===== src/obcd_pkg.sv =====
// Shared constants and types of the occupancy bit change detector.
package obcd_pkg;

  localparam int MODULES     = 256;
  localparam int MOD_AW      = $clog2(MODULES);
  localparam int OBJ_W       = 10;
  localparam int WORD_W      = 16;
  localparam int BYTE_W      = 8;
  localparam int PIN_W       = 3;
  localparam int MOD_NUM_W   = 12;
  localparam int CADDR_W     = 12;
  localparam int ADDR_SUM_W  = MOD_AW + PIN_W + 1;
  localparam int CHG_W       = 2 * BYTE_W;
  localparam int CHG_IDX_W   = $clog2(CHG_W);
  localparam int S_TDATA_W   = 32;
  localparam int M_TDATA_W   = 16;
  localparam int QUEUE_DEPTH = 2;
  localparam int QPTR_W      = $clog2(QUEUE_DEPTH);

  localparam logic [OBJ_W-1:0] OBJECT_BASE = OBJ_W'(100);

  // One classified report: the two modules it touches and their new contact bytes.
  typedef struct packed {
    logic [MOD_AW-1:0] mod0;
    logic              en0;
    logic [BYTE_W-1:0] byte0;
    logic [MOD_AW-1:0] mod1;
    logic              en1;
    logic [BYTE_W-1:0] byte1;
  } report_t;

endpackage


===== src/obcd_ram.sv =====
// Generic single-write, single-read RAM with registered read data.
module obcd_ram #(
  parameter int WIDTH = 8,
  parameter int DEPTH = 256
) (
  input  logic                     clk,
  input  logic                     wr_en,
  input  logic [$clog2(DEPTH)-1:0] wr_addr,
  input  logic [WIDTH-1:0]         wr_data,
  input  logic [$clog2(DEPTH)-1:0] rd_addr,
  output logic [WIDTH-1:0]         rd_data
);

  logic [WIDTH-1:0] mem [DEPTH];

  always_ff @(posedge clk) begin
    if (wr_en) begin
      mem[wr_addr] <= wr_data;
    end
    rd_data <= mem[rd_addr];
  end

endmodule


===== src/obcd_front.sv =====
// Front end: accepts feedback reports and maps them onto module pairs.
module obcd_front
  import obcd_pkg::*;
(
  input  logic                 s_axis_tvalid,
  output logic                 s_axis_tready,
  input  logic [S_TDATA_W-1:0] s_axis_tdata,
  output logic                 push_valid,
  input  logic                 push_ready,
  output report_t              push_data
);

  logic [OBJ_W-1:0]     object_number;
  logic [WORD_W-1:0]    state_word;
  logic [OBJ_W-1:0]     pair;
  logic [MOD_NUM_W-1:0] first_mod;
  logic [MOD_NUM_W-1:0] second_mod;
  logic                 en0;
  logic                 en1;
  logic                 keep;

  assign object_number = s_axis_tdata[OBJ_W-1:0];
  assign state_word    = s_axis_tdata[OBJ_W+WORD_W-1:OBJ_W];

  assign pair       = object_number - OBJECT_BASE;
  assign first_mod  = MOD_NUM_W'({pair, 1'b0});
  assign second_mod = MOD_NUM_W'({pair, 1'b1});
  assign en0        = first_mod < MOD_NUM_W'(MODULES);
  assign en1        = second_mod < MOD_NUM_W'(MODULES);

  // Reports below the base number, or whose pair lies past the store, are dropped here.
  assign keep = (object_number >= OBJECT_BASE) && en0;

  assign s_axis_tready = push_ready;
  assign push_valid    = s_axis_tvalid && keep;

  always_comb begin
    push_data.mod0  = first_mod[MOD_AW-1:0];
    push_data.en0   = en0;
    push_data.byte0 = state_word[BYTE_W-1:0];
    push_data.mod1  = second_mod[MOD_AW-1:0];
    push_data.en1   = en1;
    push_data.byte1 = state_word[WORD_W-1:BYTE_W];
  end

endmodule


===== src/obcd_queue.sv =====
// Short FIFO of classified reports between the front end and the back end.
module obcd_queue
  import obcd_pkg::*;
(
  input  logic    clk,
  input  logic    rst,
  input  logic    push_valid,
  output logic    push_ready,
  input  report_t push_data,
  output logic    pop_valid,
  input  logic    pop_ready,
  output report_t pop_data
);

  report_t             entries [QUEUE_DEPTH];
  logic [QPTR_W-1:0]   wr_ptr;
  logic [QPTR_W-1:0]   rd_ptr;
  logic [QPTR_W:0]     count;
  logic                do_push;
  logic                do_pop;

  assign push_ready = count != (QPTR_W+1)'(QUEUE_DEPTH);
  assign pop_valid  = count != '0;
  assign pop_data   = entries[rd_ptr];
  assign do_push    = push_valid && push_ready;
  assign do_pop     = pop_valid && pop_ready;

  always_ff @(posedge clk) begin
    if (do_push) begin
      entries[wr_ptr] <= push_data;
    end
  end

  // Pointers wrap naturally since the depth is a power of two.
  always_ff @(posedge clk) begin
    if (rst) begin
      wr_ptr <= '0;
      rd_ptr <= '0;
      count  <= '0;
    end else begin
      if (do_push) begin
        wr_ptr <= wr_ptr + QPTR_W'(1);
      end
      if (do_pop) begin
        rd_ptr <= rd_ptr + QPTR_W'(1);
      end
      if (do_push && !do_pop) begin
        count <= count + (QPTR_W+1)'(1);
      end else if (do_pop && !do_push) begin
        count <= count - (QPTR_W+1)'(1);
      end
    end
  end

endmodule


===== src/obcd_back.sv =====
// Back end: compares reports with the module store and emits one result per changed contact.
module obcd_back
  import obcd_pkg::*;
(
  input  logic                 clk,
  input  logic                 rst,
  input  logic                 pop_valid,
  output logic                 pop_ready,
  input  report_t              pop_data,
  output logic                 m_axis_tvalid,
  input  logic                 m_axis_tready,
  output logic [M_TDATA_W-1:0] m_axis_tdata,
  output logic                 m_axis_tlast
);

  typedef enum logic [1:0] {
    S_RD0,
    S_RD1,
    S_CMP1,
    S_EMIT
  } state_t;

  state_t                state;
  report_t               cur;
  logic [CHG_W-1:0]      mask;
  logic [MODULES-1:0]    vld;
  logic                  rd_vld;

  logic [MOD_AW-1:0]     rd_addr;
  logic [BYTE_W-1:0]     rd_data;
  logic                  wr_en;
  logic [MOD_AW-1:0]     wr_addr;
  logic [BYTE_W-1:0]     wr_data;
  logic [BYTE_W-1:0]     old_byte;
  logic [BYTE_W-1:0]     diff0;
  logic [BYTE_W-1:0]     diff1;

  logic [CHG_W-1:0]      low_bit;
  logic [CHG_W-1:0]      rest;
  logic [CHG_IDX_W-1:0]  idx;
  logic [MOD_AW-1:0]     sel_mod;
  logic [BYTE_W-1:0]     sel_byte;
  logic [PIN_W-1:0]      pin;
  logic [ADDR_SUM_W-1:0] addr_sum;
  logic                  out_free;

  obcd_ram #(
    .WIDTH(BYTE_W),
    .DEPTH(MODULES)
  ) u_store (
    .clk    (clk),
    .wr_en  (wr_en),
    .wr_addr(wr_addr),
    .wr_data(wr_data),
    .rd_addr(rd_addr),
    .rd_data(rd_data)
  );

  assign pop_ready = state == S_RD0;
  assign rd_addr   = (state == S_RD0) ? pop_data.mod0 : cur.mod1;

  // A module never written since reset reads as all contacts free.
  assign old_byte = rd_vld ? rd_data : '0;
  assign diff0    = cur.en0 ? (old_byte ^ cur.byte0) : '0;
  assign diff1    = cur.en1 ? (old_byte ^ cur.byte1) : '0;

  always_comb begin
    wr_en   = 1'b0;
    wr_addr = cur.mod0;
    wr_data = cur.byte0;
    case (state)
      S_RD1: begin
        wr_en = cur.en0;
      end
      S_CMP1: begin
        wr_en   = cur.en1;
        wr_addr = cur.mod1;
        wr_data = cur.byte1;
      end
      default: begin
        wr_en = 1'b0;
      end
    endcase
  end

  // Lowest pending change first: module 0 occupies mask bits 7..0, module 1 bits 15..8.
  always_comb begin
    low_bit = mask & (~mask + CHG_W'(1));
    rest    = mask & ~low_bit;
    idx     = '0;
    for (int i = 0; i < CHG_W; i++) begin
      if (low_bit[i]) begin
        idx = idx | CHG_IDX_W'(i);
      end
    end
    pin      = idx[PIN_W-1:0];
    sel_mod  = idx[CHG_IDX_W-1] ? cur.mod1 : cur.mod0;
    sel_byte = idx[CHG_IDX_W-1] ? cur.byte1 : cur.byte0;
    addr_sum = ADDR_SUM_W'({sel_mod, pin}) + ADDR_SUM_W'(1);
  end

  assign out_free = !m_axis_tvalid || m_axis_tready;

  always_ff @(posedge clk) begin
    if (rst) begin
      vld    <= '0;
      rd_vld <= 1'b0;
    end else begin
      rd_vld <= vld[rd_addr];
      if (wr_en) begin
        vld[wr_addr] <= 1'b1;
      end
    end
  end

  always_ff @(posedge clk) begin
    if (rst) begin
      state         <= S_RD0;
      mask          <= '0;
      m_axis_tvalid <= 1'b0;
      m_axis_tdata  <= '0;
      m_axis_tlast  <= 1'b0;
    end else begin
      if (m_axis_tready) begin
        m_axis_tvalid <= 1'b0;
      end
      case (state)
        S_RD0: begin
          if (pop_valid) begin
            cur   <= pop_data;
            state <= S_RD1;
          end
        end
        S_RD1: begin
          mask[BYTE_W-1:0] <= diff0;
          state            <= S_CMP1;
        end
        S_CMP1: begin
          mask[CHG_W-1:BYTE_W] <= diff1;
          state                <= S_EMIT;
        end
        S_EMIT: begin
          if (mask == '0) begin
            state <= S_RD0;
          end else if (out_free) begin
            m_axis_tvalid <= 1'b1;
            m_axis_tdata  <= M_TDATA_W'({sel_byte[pin], CADDR_W'(addr_sum)});
            m_axis_tlast  <= rest == '0;
            mask          <= rest;
            if (rest == '0) begin
              state <= S_RD0;
            end
          end
        end
        default: begin
          state <= S_RD0;
        end
      endcase
    end
  end

endmodule


===== src/occupancy_bit_change_detector.sv =====
// Top level of the occupancy bit change detector.
// A report is taken every cycle while the two-entry queue has room.
// The back end reads and compares both modules in states S_RD0, S_RD1 and S_CMP1, then
// emits one result per changed contact (0 to 16) in S_EMIT, pausing on a stalled output.
// It takes the next report only after the last result of the current one is registered.
// Synchronous reset empties the queue, drops pending results and marks every module free.
module occupancy_bit_change_detector
  import obcd_pkg::*;
(
  input  logic                 clk,
  input  logic                 rst,
  input  logic                 s_axis_tvalid,
  output logic                 s_axis_tready,
  input  logic [S_TDATA_W-1:0] s_axis_tdata,  // [9:0] object_number, [25:10] state_word
  output logic                 m_axis_tvalid,
  input  logic                 m_axis_tready,
  output logic [M_TDATA_W-1:0] m_axis_tdata,  // [11:0] contact_address, [12] occupied
  output logic                 m_axis_tlast
);

  logic    push_valid;
  logic    push_ready;
  report_t push_data;
  logic    pop_valid;
  logic    pop_ready;
  report_t pop_data;

  obcd_front u_front (
    .s_axis_tvalid(s_axis_tvalid),
    .s_axis_tready(s_axis_tready),
    .s_axis_tdata (s_axis_tdata),
    .push_valid   (push_valid),
    .push_ready   (push_ready),
    .push_data    (push_data)
  );

  obcd_queue u_queue (
    .clk       (clk),
    .rst       (rst),
    .push_valid(push_valid),
    .push_ready(push_ready),
    .push_data (push_data),
    .pop_valid (pop_valid),
    .pop_ready (pop_ready),
    .pop_data  (pop_data)
  );

  obcd_back u_back (
    .clk          (clk),
    .rst          (rst),
    .pop_valid    (pop_valid),
    .pop_ready    (pop_ready),
    .pop_data     (pop_data),
    .m_axis_tvalid(m_axis_tvalid),
    .m_axis_tready(m_axis_tready),
    .m_axis_tdata (m_axis_tdata),
    .m_axis_tlast (m_axis_tlast)
  );

endmodule


===== config.mk =====
export PLATFORM = sky130hd
export DESIGN_NAME = occupancy_bit_change_detector
export DESIGN_NICKNAME = d
export VERILOG_FILES = /design/src/obcd_pkg.sv /design/src/obcd_ram.sv /design/src/obcd_front.sv /design/src/obcd_queue.sv /design/src/obcd_back.sv /design/src/occupancy_bit_change_detector.sv
export SDC_FILE = /design/constraint.sdc
export NUM_CORES = 2
export LEC_CHECK = 0
export BUFFER_PORTS_ARGS = -buffer_cell sky130_fd_sc_hd__buf_2
export CORE_MARGIN = 3
export CORE_UTILIZATION = 49
export DETAILED_ROUTE_END_ITERATION = 7
export HOLD_SLACK_MARGIN = 0.08
export PLACE_DENSITY_LB_ADDON = 0.1
export SLEW_MARGIN = 20
export SYNTH_ARGS = -nofsm -noshare
export SYNTH_HDL_FRONTEND = slang
export SYNTH_HIERARCHICAL = 1
export SYNTH_SLANG_ARGS = --single-unit

===== constraint.sdc =====
create_clock -name clk -period 4.02 [get_ports clk]
set_input_delay 0.402 -clock clk [delete_from_list [all_inputs] [get_ports clk]]
set_output_delay 0.402 -clock clk [all_outputs]
set_load 0.01 [all_outputs]

==> flow_metrics.py <==
metrics = {
    "logic_synthesis": {
        "synthesis.instances": 5598,
        "yosysTopAreaCell": "edfxtp_1",
        "synth_area_leaders": "edfxtp_1 67%, mux4_2 11%, dfxtp_1 6.3%",
        "synth_ff_type": "edfxtp_1",
        "post-synth-top-count-cell": "edfxtp_1",
        "netlist_top_cells_count": "2150 x edfxtp_1, 622 x nor2_1, 460 x mux4_2",
        "synth_cell_types": 89,
        "synthAdderAreaFrac_pct": 0.123,
        "synth_area_per_cell_um2": 17.3,
        "async_flop_share_pct": 0,
        "synth_compound_area_share_pct": 5.43,
        "ys_seq_area_share_pct": 73.1,
        "muxShareOfSynthArea_pct": 13.6,
        "synth_enable_flop_cells": 2150,
        "ys_ff_latch": 2453,
        "ys_warn_count": 6,
        "syn_area_um2": 96600,
        "synth_top_family_by_area": "multiplexers",
        "yosysTopAreaCellShare_pct": 66.8,
        "synth_xor_area_share_pct": 0.245,
        "yosys.area_share.simple_pct": 5.07,
    },
    "global_route": {
        "overflow": 0,
        "antenna_found_initial": 12,
        "grt_max_degree": 151,
        "track_usage_pct": 24.5,
        "grt_pass1_wl_um": 365000,
        "grt_pass1_vias": 53400,
    },
    "clock_network": {
        "clockRootBuffer": "clkbuf_16",
        "cts.path.max_buffers": 4,
        "clkTransAtPathRegs_ns": 0.06,
        "cts_tree": "yes",
        "cts_buffers": 275,
        "cts_setup_buffers": 0,
        "clock_sinks": 2453,
        "cts.htree.levels": 5,
        "worstSkewPairLatency_ns": 0.92,
    },
    "outcome": {
        "outcome": "completed",
    },
    "layout": {
        "area_growth_pct": 15.6,
        "layout-drive-gt1-share_pct": 24.6,
        "fin_nets": 6175,
        "final_area_um2": 112000,
    },
    "min_path": {
        "hp-class": "input pin to flop",
    },
    "placed_design": {
        "hpwlAfterDp_um": 158000,
        "post-place-ws_ns": -0.125,
        "io_buffers": 45,
        "gp_congestion": 0.857,
        "place_area_um2": 103000,
    },
    "floorplanning": {
        "start_util_pct": 49.4,
        "core_area_um2": 196000,
        "dieArea_um2": 203000,
        "num_io_pins": 55,
        "std_cell_rows": 162,
        "die_w_um": 450,
        "dieHeight_um": 450,
    },
    "routing": {
        "drcViolationCount": 0,
        "vias": 53300,
        "vias_per_cell": 5.95,
        "drt.antenna.violating_nets": 0,
        "drt_iter0_drc": 5930,
        "wl_per_cell_um": 27.8,
        "wl_um": 249000,
        "dr.pass1.iters": 5,
    },
    "timing": {
        "hold_viol": 0,
        "rsz0062_at_grt": "no",
        "relSlewSlack_pct": 18.8,
        "worst_slack_ns": 0.0838,
        "maxSlewViolCount": 0,
        "min_period_ns": 3.94,
        "fmax_mhz": 254,
        "fin_worst_skew_ns": 0.0459,
        "setup_viol": 0,
        "fin_crit_sh_pct": 97.9,
        "tightest_slew_ns": 1.22,
    },
    "setup_path": {
        "cpLargestDelayFamily": "buffers and inverters",
        "arrival_ns": 4.71,
        "critPathBufInv": 8,
        "cp_max_fo": 17,
        "crit_required_ns": 4.79,
        "end_kind": "flop",
        "cp_slowest_cell": "mux4_2",
        "start_kind": "flop",
        "setup.worst_path.class": "flop to flop",
        "path_cells": "inv_1 > ha_1 > buf_4 > mux2i_4 > inv_8 > buf_12 > buf_12 > buf_12 > mux4_2 > o22ai_1 > nor3_1 > buf_4 > nor4_1 > buf_4 > nor4_1",
        "max_stage_delay_ns": 0.51,
    },
    "run": {
        "cap_violations": 0,
    },
    "power_and_ir_drop": {
        "p_leak_nw": 36.7,
        "finalPower_w": 0.0781,
        "ir_drop_v": 0.000509,
        "power.density_nw_per_um2": 699,
    },
}
-- cell type report --
class / count / area, um^2
Multi-Input combinational cell: 2735 / 24000
Antenna cell: 5 / 12.5
Fill cell: 15000 / 83900
Clock buffer: 355 / 7420
Sequential cell: 2453 / 70600
Tap cell: 2624 / 3280
Timing Repair Buffer: 641 / 5340
Inverter: 26 / 118
Clock inverter: 116 / 938
-- per-stage QoR --
stage / utilization, % / hold WS (ns) / instances / TNS, ns
6_report: 57.1 / 0.161 / 8955 / 0
2_1_floorplan: - / 0.431 / 5600 / 0
4_1_cts: 57.1 / 0.0876 / 8950 / 0
5_1_grt: 57.1 / 0.180 / 8951 / 0
3_5_place_dp: 52.7 / 0.443 / 8450 / -0.125
3_3_place_gp: 52.7 / 0.438 / 8450 / -0.0632
-- timing repair --
action,in CTS,in global routing
hold endpoints to repair,126,0
hold buffers,29,0
endpoints found under the setup margin,1,2
resized for setup,1,4
-- tightest hold or removal path, cell delays in order --
cell	delay [ns]
buf_2	0.09
xor2_1	0.20
nor4b_2	0.13
nand3b_1	0.11
a21oi_1	0.06
-- registers in the layout, indices dropped and copies added (netlist names), 8 cells and up, named ones only --
register,flops
u_queue/entries,68
u_back/u_store/rd_data,8
u_back/mask,16
u_back/u_store/mem,2048
u_back/m_axis_tdata,13
u_back/cur,34
u_back/vld,256
-- cell families after synthesis --
logic type,Yosys count
AO/OA/AOI/OAI,836
XOR/XNOR,27
adder cells (fa/ha/maj),10
buffers and inverters,412
flip-flops,2453
multiplexers,729
other,3
AND/OR/NAND/NOR,1128
-- cell usage in the layout, fill, tap and decap left out, drive strengths merged, types with 32 or more instances in the layout --
master	count
clkinv	94
nand2	221
mux2i	217
mux2	50
a22oi	140
clkbuf	356
edfxtp	2150
nor3	43
nand3	86
dfxtp	303
buf	611
o22ai	44
nor2b	33
o21ai	38
mux4	462
nor4	32
o221ai	58
a21oi	418
nor2	622
-- metal layers --
metal  vias up  share of wire [%]  GRT usage (%)
met5         -             0.0052              0
met3       369                7.7           5.09
met4         2                2.9           7.60
met2      2005                 47           38.2
li1      23200                  -              -
met1     27700                 42           35.1
-- path summary, 6_finish.rpt --
check / startpoint / slack (ns) / end / depth (start not counted)
max: u_back/state[0] / 0.08 / u_back/u_store/rd_data[1] / 15
max reg2reg: u_back/state[0] / 0.08 / u_back/u_store/rd_data[1] / 15
min: s_axis_tdata[8] / 0.16 / u_queue/wr_ptr / 5
min reg2reg: u_back/m_axis_tdata[3] / 0.45 / u_back/m_axis_tdata[3] / 2
-- power by group --
group | switching, W | internal [W]
Clock | 0.00958 | 0.0140
Sequential | 0.000248 | 0.0303
Combinational | 0.0150 | 0.00904
Total | 0.0248 | 0.0533
Power figures use the tool's default switching activity.
